### config.mk
export PLATFORM = sky130hd
export DESIGN_NAME = tfcc_ctrl
export DESIGN_NICKNAME = d
export VERILOG_FILES = /design/src/tfcc_pkg.sv /design/src/tfcc_ctrl.sv
export SDC_FILE = /design/constraint.sdc
export NUM_CORES = 1
export LEC_CHECK = 0
export BUFFER_PORTS_ARGS = -buffer_cell sky130_fd_sc_hd__buf_4
export CAP_MARGIN = 20
export CORE_AREA = 2 2 39 41
export DETAILED_ROUTE_END_ITERATION = 12
export DIE_AREA = 0 0 41 43
export MAX_ROUTING_LAYER = met4
export PLACE_DENSITY = 0.76
export SLEW_MARGIN = 10
export SYNTH_ARGS = -nofsm -noshare
export SYNTH_HDL_FRONTEND = slang
export SYNTH_SLANG_ARGS = --single-unit
export TNS_END_PERCENT = 5
### constraint.sdc
create_clock -name clk_i -period 2 [get_ports clk_i]
set_input_delay 0.1 -clock clk_i [delete_from_list [all_inputs] [get_ports clk_i]]
set_output_delay 0.1 -clock clk_i [all_outputs]
set_load 0.01 [all_outputs]
### src/tfcc_pkg.sv
// shared types and constants for the tcp flow connection counter
// used by tfcc_ctrl, tfcc_datapath and tcp_flow_connection_counter; no dependencies
package tfcc_pkg;

  localparam int DEF_TABLE_ENTRIES = 1024;
  localparam int DEF_TABLE_WAYS    = 4;

  localparam logic [7:0] PROTO_TCP = 8'd6;

  localparam logic [31:0] HASH_C1 = 32'h9E37_79B1;
  localparam logic [31:0] HASH_C2 = 32'h85EB_CA6B;
  localparam logic [31:0] HASH_C3 = 32'h7FEB_352D;

  typedef struct packed {
    logic        valid;
    logic [63:0] addrs;
    logic [31:0] ports;
    logic        open;
    logic [31:0] count;
  } entry_t;

  typedef enum logic [8:0] {
    ST_CLEAR  = 9'b000000001,
    ST_IDLE   = 9'b000000010,
    ST_HASH1  = 9'b000000100,
    ST_HASH2  = 9'b000001000,
    ST_HASH3  = 9'b000010000,
    ST_DIVLD  = 9'b000100000,
    ST_DIV    = 9'b001000000,
    ST_READ   = 9'b010000000,
    ST_UPDATE = 9'b100000000
  } state_e;

  typedef struct packed {
    logic in_load;
    logic hash1;
    logic hash2;
    logic hash3;
    logic div_load;
    logic div_step;
    logic mem_read;
    logic update;
    logic clear;
  } ctrl_cmd_t;

  typedef struct packed {
    logic clr_last;
    logic out_free;
  } ctrl_sts_t;

endpackage

### src/tfcc_ctrl.sv
// sequencer for the flow counter: clearing pass, hash, remainder, read and update
// depends on tfcc_pkg
module tfcc_ctrl (
  input  logic                clk_i,
  input  logic                rst_ni,
  input  logic                in_valid_i,
  output logic                in_stall_o,
  input  tfcc_pkg::ctrl_sts_t sts_i,
  output tfcc_pkg::ctrl_cmd_t cmd_o
);

  tfcc_pkg::state_e state_q, state_d;

  always_ff @(posedge clk_i or negedge rst_ni) begin
    if (!rst_ni) begin
      state_q <= tfcc_pkg::ST_CLEAR;
    end else begin
      state_q <= state_d;
    end
  end

  always_comb begin
    state_d    = state_q;
    cmd_o      = '0;
    in_stall_o = 1'b1;
    unique case (state_q)
      tfcc_pkg::ST_CLEAR: begin
        cmd_o.clear = 1'b1;
        if (sts_i.clr_last) state_d = tfcc_pkg::ST_IDLE;
      end
      tfcc_pkg::ST_IDLE: begin
        in_stall_o = 1'b0;
        if (in_valid_i) begin
          cmd_o.in_load = 1'b1;
          state_d       = tfcc_pkg::ST_HASH1;
        end
      end
      tfcc_pkg::ST_HASH1: begin
        cmd_o.hash1 = 1'b1;
        state_d     = tfcc_pkg::ST_HASH2;
      end
      tfcc_pkg::ST_HASH2: begin
        cmd_o.hash2 = 1'b1;
        state_d     = tfcc_pkg::ST_HASH3;
      end
      tfcc_pkg::ST_HASH3: begin
        cmd_o.hash3 = 1'b1;
        state_d     = tfcc_pkg::ST_DIVLD;
      end
      tfcc_pkg::ST_DIVLD: begin
        cmd_o.div_load = 1'b1;
        state_d        = tfcc_pkg::ST_DIV;
      end
      tfcc_pkg::ST_DIV: begin
        cmd_o.div_step = 1'b1;
        state_d        = tfcc_pkg::ST_READ;
      end
      tfcc_pkg::ST_READ: begin
        cmd_o.mem_read = 1'b1;
        state_d        = tfcc_pkg::ST_UPDATE;
      end
      tfcc_pkg::ST_UPDATE: begin
        // hold until the output register can take the beat
        if (sts_i.out_free) begin
          cmd_o.update = 1'b1;
          state_d      = tfcc_pkg::ST_IDLE;
        end
      end
      default: state_d = tfcc_pkg::ST_CLEAR;
    endcase
  end

endmodule

## Word-level counts from Yosys, hierarchy flattened

Cells that the tools add are included.

- Register bits after elaboration: 9
- Input bits: 5
- Output and inout bits: 10
- Word-level logic and storage cells: 30

- Equality and inequality tests: 12
- Multiplexer cells: 16
- Reduce and logical (&&, ||, !) cells: 1

Operators by type and width:

| kind | number |
|---|---|
| $pmux W9 S9 | 1 |
| $mux W9 | 3 |
| $mux W1 | 12 |
| $eq A9 B1 Y1 const B | 1 |
| $eq A9 B2 Y1 const B | 1 |
| $eq A9 B3 Y1 const B | 1 |
| $eq A9 B4 Y1 const B | 1 |
| $eq A9 B5 Y1 const B | 1 |
| $eq A9 B6 Y1 const B | 1 |
| $eq A9 B7 Y1 const B | 1 |
| $eq A9 B8 Y1 const B | 1 |
| $eq A9 B9 Y1 const B | 1 |
| $ne A2 B2 Y1 const B | 3 |
| $reduce_and A3 Y1 | 1 |

## Depth between registers and ports, before layout

Gate-level depths: netlist of the first run.

- Word-level depth: 3
- Gate-level depth with buffers: 5

## Worst setup path after synthesis of the first run

Ideal clock, no wire load.

- Path kind: reg2out
- From: register state_q[1]
- To: output port cmd_o[4] in the netlist's numbering
- Arrival: 1.382 ns
- Setup slack: 0.518 ns
- Cell stages (with the launch flop): 6
- Path through: dfrtp_1 > or3_4 > nor3_4 > nand2_2 > nor3b_2 > buf_4

RTL lines:

| element | line | source |
|---|---|---|
| from (decl) | tfcc_ctrl.sv:12 | `tfcc_pkg::state_e state_q, state_d;` |
| from (signal assigned) | tfcc_ctrl.sv:16 | `state_q <= tfcc_pkg::ST_CLEAR;` |
| from (signal assigned) | tfcc_ctrl.sv:18 | `state_q <= state_d;` |
| to (decl) | tfcc_ctrl.sv:9 | `output tfcc_pkg::ctrl_cmd_t cmd_o` |

==> results of run 1 <==
-- kinds of logic (layout without fill, tap and decap cells) --
family	Yosys count	count (layout)	share of synthesized area
xor gates and xnor gates	2	2	0.0288
AOI/OAI and AO/OA	10	10	0.126
and+or+nand+nor	36	36	0.409
buffers and inverters	9	25	0.0638
DFF	9	9	0.372
-- cell usage in the layout (no fill, tap or decap), types with 2 or more instances in the layout --
master	instances
buf_4	14
nand2_1	4
dfrtp_1	8
nor2b_1	4
o21ai_0	2
nor3b_2	2
dlygate4sd3_1	2
nor3_1	3
inv_1	5
clkbuf_4	3
xor2_1	2
nor4b_1	4
and4b_1	2
nor2_1	7
and3_1	2
-- timing repair --
action,in CTS,in global routing
hold endpoints to repair,10,0
resized for setup,0,0
hold buffers,2,0
-- final timing paths --
kind                            startpoint    endpoint  cells after the start
worst max-delay path            state_q[1]    cmd_o[4]                      5
worst min-delay path              sts_i[0]  state_q[8]                      2
worst max register to register  state_q[1]  state_q[0]                      4
worst min register to register  state_q[2]  state_q[4]                      1
max in group asynchronous           rst_ni  state_q[0]                      2
min in group asynchronous           rst_ni  state_q[7]                      2
-- final cells by class --
type	instances	area, um^2
inverter	5	18.8
timing repair buffer	16	125
clock buffer	4	26.3
tap	16	20.0
fill	128	624
multi-input combinational	48	343
sequential	9	226
-- worst max-delay path, cell delays in order, from the launching register on --
cell and delay [ns]:
dfrtp_1 0.45, or3_4 0.43, nor3_4 0.18, nand2_2 0.13, nor3b_2 0.17, buf_4 0.14
-- stage by stage --
step | util | hold WS, ns | cell area (um^2) | std cells
2_1_floorplan | - | -0.196 | 608 | 66
3_3_place_gp | 0.515 | -0.0685 | 713 | 92
3_5_place_dp | 0.515 | -0.0663 | 713 | 92
4_1_cts | 0.549 | 0.00770 | 759 | 98
5_1_grt | 0.549 | 0.00437 | 759 | 98
6_report | 0.549 | 0.0112 | 759 | 98
-- routing by layer --
layer  global-route usage  routed length (um)
met1                0.228                 547
met4                0.120                  43
met5                    -                   0
met2                0.250                 560
met3               0.0471                  64
-- where the power goes --
group | total (uW) | switching [uW] | internal (uW)
logic | 328 | 168 | 160
registers | 266 | 49.3 | 216
clock network | 147 | 69.4 | 77.2
==> results.sh, run 1 <==
export IMPL_yosysMostFrequentCell="dfrtp_1"
export IMPL_vias_per_cell=5.32
export IMPL_worst_slack_ns=0.138
export IMPL_synth_top_cells_by_area="dfrtp_1 (33%), nor4b_1 (5.8%), dfstp_2 (4.3%), nor2_1 (4.3%), nor2b_1 (4.1%)"
export IMPL_synthTopCellsByCount="dfrtp_1 (8), nor2_1 (7), inv_1 (5)"
export IMPL_groute_usage_overall=0.183
export IMPL_crit_type="register to primary output"
export IMPL_synth_seq_cells=9
export IMPL_cp_data_arrival_time_ns=1.76
export IMPL_async_flop_share=1.00
export IMPL_wire_per_inst_um=12.4
export IMPL_cts_buffers_inserted=3
export IMPL_max_vdd_ir_drop_uv=664
export IMPL_maxCapViolCount=0
export IMPL_wirelength_um=1220
export IMPL_synth_seq_area_share=0.372
export IMPL_syn2layout_area_growth_pct=24.9
export IMPL_cp_max_fo=8
export IMPL_die_w_um=41
export IMPL_rsz0062_at_grt="false"
export IMPL_drv_slew=0
export IMPL_power_per_cell_area_nw_per_um2=975
export IMPL_maxSlewHeadroom=0.790
export IMPL_power_uw=740
export IMPL_final_nets=88
export IMPL_dp_hpwl_um=863
export IMPL_coreArea_um2=1380
export IMPL_yosysUniqueCellTypes=32
export IMPL_synthFlopType="dfrtp_1"
export IMPL_setup_tns_ns=0
export IMPL_worst_pin_slew_ns=0.315
export IMPL_grt_start_max_net_pins=10
export IMPL_cp_required_ns=1.90
export IMPL_yosysWarnings=0
export IMPL_vias=521
export IMPL_antenna_found_initial=0
export IMPL_drive_gt1_frac=0.329
export IMPL_dr_pass1_iters=4
export IMPL_endpoint_kind="primary output"
export IMPL_dp_slack_ns=0.425
export IMPL_finalWeightedCongestion=0.767
export IMPL_start_kind="register"
export IMPL_cts_tree="built"
export IMPL_final_period_utilization=0.931
export IMPL_synth_edf_count=0
export IMPL_clk_latency_ns=0.26
export IMPL_max_freq_mhz=537
export IMPL_synthCells=66
export IMPL_cts_sinks=9
export IMPL_rows=14
export IMPL_largest_register_ffs=9
export IMPL_regMostFlops="state_q"
export IMPL_grt_pass1_vias=452
export IMPL_grt_pass1_wl_um=2050
export IMPL_avgSynthCellArea_um2=9.21
export IMPL_synth_top_cell_by_area="dfrtp_1"
export IMPL_min_path_type="input port to register"
export IMPL_cts_clk_slew_worst_paths_ns=0.07
export IMPL_clk_path_buf_depth=2
export IMPL_cts_setup_buffers=0
export IMPL_final_setup_skew_ns=0.00316
export IMPL_outcome="complete, no violations"
export IMPL_overflow=0
export IMPL_antenna_cells=0
export IMPL_portBuffers=14
export IMPL_htreeDepth=1
export IMPL_io_pins=15
export IMPL_mappedNetlistNets=71
export IMPL_hold_viol=0
export IMPL_first_iter_violations=8
export IMPL_ant_nets=0
export IMPL_cts_root_buf="clkbuf_4"
export IMPL_start_util=0.439
export IMPL_drc=0
export IMPL_syn_area_um2=608
export IMPL_leakage_uw=0.000356
export IMPL_reg2reg_slack_ns=0.50
export IMPL_top_regs="state_q: 9 flops"
export IMPL_die_height_um=43
export IMPL_yosys_area_top_type_share=0.329
export IMPL_die_area_um2=1760
export IMPL_post_route_min_period_ns=1.86
export IMPL_setup_viol=0
(Power assumes the default switching activity.)
==> run 2: changes to the inputs <==
==> constraint.sdc (replaced) <==
create_clock -name clk_i -period 2.4 [get_ports clk_i]
set_input_delay 0.12 -clock clk_i [delete_from_list [all_inputs] [get_ports clk_i]]
set_output_delay 0.12 -clock clk_i [all_outputs]
set_load 0.01 [all_outputs]
==> results.sh, run 2 (synthesis gave the netlist of run 1 again) <==
export IMPL_coreArea_um2=1380
export IMPL_vias=558
export IMPL_start_util=0.439
export IMPL_reg2reg_slack_ns=0.87
export IMPL_max_vdd_ir_drop_uv=560
export IMPL_setup_viol=0
export IMPL_final_cell_mix="buf_4 (14), dfrtp_1 (8), nor2_1 (7)"
export IMPL_die_area_um2=1760
export IMPL_drv_slew=0
export IMPL_multi_input_area_um2=343
export IMPL_syn2layout_area_growth_pct=24.9
export IMPL_fillers=123
export IMPL_post_route_min_period_ns=1.91
export IMPL_crit_type="register to primary output"
export IMPL_power_per_cell_area_nw_per_um2=818
export IMPL_overflow=0
export IMPL_cts_setup_buffers=0
export IMPL_min_path_type="input port to register"
export IMPL_place_area_um2=713
export IMPL_groute_usage_overall=0.187
export IMPL_max_freq_mhz=525
export IMPL_cts_resized=0
export IMPL_drive_gt1_frac=0.329
export IMPL_die_w_um=41
export IMPL_final_period_utilization=0.794
export IMPL_cts_tree="built"
export IMPL_cp_required_ns=2.28
export IMPL_ant_nets=0
export IMPL_htreeDepth=1
export IMPL_io_pins=15
export IMPL_largest_register_ffs=9
export IMPL_maxSlewHeadroom=0.799
export IMPL_cp_data_arrival_time_ns=1.79
export IMPL_hold_viol=0
export IMPL_clk_latency_ns=0.27
export IMPL_final_area_um2=759
export IMPL_layout_commonest_cell="buf_4"
export IMPL_die_height_um=43
export IMPL_holdBufCountCts=2
export IMPL_dp_hpwl_um=854
export IMPL_final_nets=88
export IMPL_final_setup_skew_ns=0.00313
export IMPL_wirelength_um=1240
export IMPL_grt_pass1_wl_um=2100
export IMPL_grt_start_max_net_pins=10
export IMPL_antenna_cells=0
export IMPL_dr_pass1_iters=5
export IMPL_final_core_util=0.549
export IMPL_endpoint_kind="primary output"
export IMPL_cp_max_fo=8
export IMPL_start_kind="register"
export IMPL_cts_buffers_inserted=3
export IMPL_cts_sinks=9
export IMPL_drc=0
export IMPL_maxCapViolCount=0
export IMPL_clk_path_buf_depth=2
export IMPL_rsz0062_at_grt="false"
export IMPL_leakage_uw=0.000356
export IMPL_power_uw=621
export IMPL_setup_tns_ns=0
export IMPL_fin_cells=98
export IMPL_vias_per_cell=5.69
export IMPL_top_regs="state_q: 9 flops"
export IMPL_outcome="complete, no violations"
export IMPL_portBuffers=14
export IMPL_grt_pass1_vias=461
export IMPL_register_area_um2=226
export IMPL_cts_clk_slew_worst_paths_ns=0.06
export IMPL_rows=14
export IMPL_cts_root_buf="clkbuf_4"
export IMPL_first_iter_violations=18
export IMPL_worst_pin_slew_ns=0.300
export IMPL_dp_cells=92
export IMPL_finalWeightedCongestion=0.767
export IMPL_antenna_found_initial=0
export IMPL_regMostFlops="state_q"
export IMPL_wire_per_inst_um=12.6
==> run 2: cell counts in the layout (fill, tap and decap cells not counted) <==
Identical to the previous run, type by type.
==> run 2: worst max-delay path, cell delays in order, from the launching register on <==
cell and delay [ns]:
dfrtp_1 0.46, or3_4 0.44, nor3_4 0.18, nand2_2 0.13
nor3b_2 0.16, buf_4 0.14
==> run 2: final cells by class <==
type,count,share of cell area
clock buffer,4,0.0346
inverter,5,0.0247
multi-input combinational,48,0.451
sequential,9,0.298
tap,16,0.0264
timing repair buffer,16,0.165
==> run 2: final timing paths <==
kind,from,end,cells after the start
worst max-delay path,state_q[1],cmd_o[4],5
worst min-delay path,sts_i[0],state_q[8],2
worst max register to register,state_q[1],state_q[0],4
worst min register to register,state_q[2],state_q[4],1
max in group asynchronous,rst_ni,state_q[0],2
min in group asynchronous,rst_ni,state_q[7],2
==> run 2: routing by layer <==
| layer | global-route usage | wire length, um |
|---|---|---|
| met5 | - | 0 |
| met3 | 0.0733 | 115 |
| met2 | 0.238 | 542 |
| met4 | 0.133 | 70 |
| met1 | 0.231 | 508 |
==> run 2: power breakdown <==
part	switching, uW	internal, uW
sequential	43.3	180
combinational	143	133
clock	56.9	64.3
==> run 2: stage by stage <==
stage / hold WS [ns] / worst slack (ns)
2_1_floorplan: -0.176 / 0.898
3_3_place_gp: -0.0485 / 0.827
3_5_place_dp: -0.0469 / 0.797
4_1_cts: 0.0290 / 0.495
5_1_grt: 0.0164 / 0.355
6_report: 0.0287 / 0.495
==> run 3: changes to the inputs <==
--- a/config.mk
+++ b/config.mk
@@ -5,13 +5,14 @@
 export SDC_FILE = /design/constraint.sdc
 export NUM_CORES = 1
 export LEC_CHECK = 0
+export ABC_AREA = 1
 export BUFFER_PORTS_ARGS = -buffer_cell sky130_fd_sc_hd__buf_4
 export CAP_MARGIN = 20
-export CORE_AREA = 2 2 39 41
+export CORE_MARGIN = 2
+export CORE_UTILIZATION = 46
 export DETAILED_ROUTE_END_ITERATION = 12
-export DIE_AREA = 0 0 41 43
 export MAX_ROUTING_LAYER = met4
-export PLACE_DENSITY = 0.76
+export PLACE_DENSITY = 0.78
 export SLEW_MARGIN = 10
 export SYNTH_ARGS = -nofsm -noshare
 export SYNTH_HDL_FRONTEND = slang
==> constraint.sdc (replaced) <==
create_clock -name clk_i -period 1.74 [get_ports clk_i]
set_input_delay 0.087 -clock clk_i [delete_from_list [all_inputs] [get_ports clk_i]]
set_output_delay 0.087 -clock clk_i [all_outputs]
set_load 0.01 [all_outputs]
==> results.sh, run 3 <==
export IMPL_outcome="complete, no violations"
export IMPL_worst_pin_slew_ns=0.290
export IMPL_dr_pass1_iters=4
export IMPL_cp_required_ns=1.65
export IMPL_antenna_cells=0
export IMPL_start_kind="register"
export IMPL_syn_area_um2=668
export IMPL_rsz0062_at_grt="true"
export IMPL_die_area_um2=1770
export IMPL_max_stage_delay_ns=0.38
export IMPL_fillers=128
export IMPL_htreeDepth=1
export IMPL_async_flop_share=1.00
export IMPL_cp_num_buf_inv=3
export IMPL_dp_hpwl_um=1090
export IMPL_max_freq_mhz=613
export IMPL_die_height_um=42.1
export IMPL_final_nets=118
export IMPL_vias=650
export IMPL_dp_cells=122
export IMPL_wirelength_um=1380
export IMPL_ant_nets=0
export IMPL_synth_xor_area_frac=0
export IMPL_cts_setup_buffers=0
export IMPL_grt_pass1_wl_um=2290
export IMPL_drv_slew=0
export IMPL_groute_usage_overall=0.175
export IMPL_final_setup_skew_ns=0.00716
export IMPL_crit_type="register to primary output"
export IMPL_drc=0
export IMPL_first_iter_violations=27
export IMPL_maxSlewHeadroom=0.805
export IMPL_synth_edf_count=0
export IMPL_crit_chain="inv_1 -> nand2_2 -> nor2_4 -> inv_1 -> nor4_1 -> buf_4"
export IMPL_grt_pass1_vias=560
export IMPL_cts_root_buf="clkbuf_4"
export IMPL_synth_top_cell_by_area="dfrtp_1"
export IMPL_clk_path_buf_depth=2
export IMPL_hold_viol=0
export IMPL_clk_latency_ns=0.27
export IMPL_power_per_cell_area_nw_per_um2=1030
export IMPL_min_path_type="input port to register"
export IMPL_finalWeightedCongestion=0.805
export IMPL_cp_max_fo=7
export IMPL_coreArea_um2=1330
export IMPL_overflow=0
export IMPL_io_pins=15
export IMPL_yosys_area_share_simple=0.524
export IMPL_synth_area_mux_share=0
export IMPL_maxCapViolCount=0
export IMPL_max_vdd_ir_drop_uv=665
export IMPL_endpoint_kind="primary output"
export IMPL_synth_compound_area_frac=0.0131
export IMPL_largest_register_ffs=9
export IMPL_cts_buffers_inserted=3
export IMPL_synth_top_cells_by_area="dfrtp_1 (30%), nand2_1 (10%), nor2_1 (8.4%), inv_1 (7.3%), nand3_1 (6.0%)"
export IMPL_start_util=0.501
export IMPL_antenna_found_initial=0
export IMPL_syn2layout_area_growth_pct=22.1
export IMPL_final_cell_mix="nand2_1 (18), nor2_1 (15), buf_4 (14)"
export IMPL_fin_cells=127
export IMPL_synth_top_family_by_area="simple AND/OR/NAND/NOR gates"
export IMPL_cp_slowest_cell="dfrtp_1"
export IMPL_portBuffers=14
export IMPL_layout_commonest_cell="nand2_1"
export IMPL_final_period_utilization=0.938
export IMPL_cp_data_arrival_time_ns=1.54
export IMPL_setup_viol=0
export IMPL_regMostFlops="state_q"
export IMPL_yosysMostFrequentCell="nand2_1"
export IMPL_die_w_um=42.1
export IMPL_yosysWarnings=0
export IMPL_synth_fa_ha_area_frac=0
export IMPL_drive_gt1_frac=0.339
export IMPL_avgSynthCellArea_um2=7.03
export IMPL_rows=13
export IMPL_synth_seq_area_share=0.339
export IMPL_yosysUniqueCellTypes=20
export IMPL_vias_per_cell=5.12
export IMPL_grt_start_max_net_pins=12
export IMPL_top_regs="state_q: 9 flops"
export IMPL_dp_slack_ns=0.411
export IMPL_mappedNetlistNets=100
export IMPL_synth_seq_cells=9
export IMPL_leakage_uw=0.000426
export IMPL_reg2reg_slack_ns=0.40
export IMPL_path_common_cell="inv_1"
export IMPL_worst_slack_ns=0.108
export IMPL_critPathTopFamily="simple AND/OR/NAND/NOR gates"
export IMPL_cts_sinks=9
export IMPL_post_route_min_period_ns=1.63
export IMPL_cts_tree="built"
export IMPL_yosys_area_top_type_share=0.300
export IMPL_synthFlopType="dfrtp_1"
export IMPL_cts_clk_slew_worst_paths_ns=0.07
export IMPL_synthTopCellsByCount="nand2_1 (18), nor2_1 (15), inv_1 (13), dfrtp_1 (8), nand3_1 (8)"
export IMPL_synthCells=95
export IMPL_wire_per_inst_um=10.9
[run 3: changes by cell type after synthesis, sizes merged, moves of 9 or more]
cell   before  now
inv         5   17
nor2        7   19
nand2       5   24
nand3       0    9
[run 3: power breakdown]
part | total [uW] | switching [uW] | internal [uW]
Combinational | 405 | 255 | 149
Clock | 171 | 82.5 | 88.7
Sequential | 262 | 15.0 | 247
Total | 838 | 353 | 485
[run 3: path summary, 6_finish.rpt]
check,depth (start not counted),end,startpoint
max in group asynchronous,2,state_q[0],rst_ni
max,6,cmd_o[4],state_q[2]
min in group asynchronous,2,state_q[6],rst_ni
min reg2reg,2,state_q[4],state_q[3]
max reg2reg,8,state_q[1],state_q[5]
min,4,state_q[0],sts_i[1]
[run 3: what timing repair did]
action | 4_1_cts | 5_1_grt
hold buffers | 1 | 0
endpoints found under the hold margin | 9 | 0
setup endpoints to repair | 0 | 3
gates resized for setup | 0 | 1
[run 3: through the flow]
stage          total power (uW)  utilization  setup TNS [ns]  area, um^2  hold WS (ns)
3_5_place_dp                670        0.580               0         773       -0.0812
5_1_grt                     899        0.612         -0.0583         816        0.0994
4_1_cts                     841        0.607               0         810        0.0606
3_3_place_gp                653        0.580               0         773       -0.0830
6_report                    838        0.612               0         816        0.0603
2_1_floorplan               562            -               0         668        -0.209
[run 3: logic make-up (layout without fill, tap and decap cells)]
group                  count (synthesis)  after routing
AND/OR/NAND/NOR                       66             66
buffers and inverters                 19             36
flip-flops                             9              9
AO/OA/AOI/OAI                          1              1
[run 3: worst register-to-register path, stage by stage, from the launching register on]
cell and delay [ns]:
dfrtp_1 0.38, inv_1 0.15, nand2_2 0.15, nor2_2 0.16, nand3_2 0.12, inv_2 0.08
nand2_2 0.06, nand2_2 0.08, o21ai_2 0.05
[run 3: layout make-up]
cell class / instances / area [um^2] / area share
Inverter: 17 / 63.8 / 0.0782
Timing Repair Buffer: 15 / 115 / 0.141
Sequential cell: 9 / 226 / 0.278
Tap cell: 15 / 18.8 / 0.0230
Clock buffer: 4 / 26.3 / 0.0322
Multi-Input combinational cell: 67 / 365 / 0.448
[run 3: metal layers]
layer  vias to the layer above  part of all wire  GRT usage
li1                        336                 -          -
met1                       289              0.46      0.205
met2                        19              0.46      0.297
met3                         6             0.051     0.0259
met4                         0             0.026     0.0750
met5                         -                 0          -
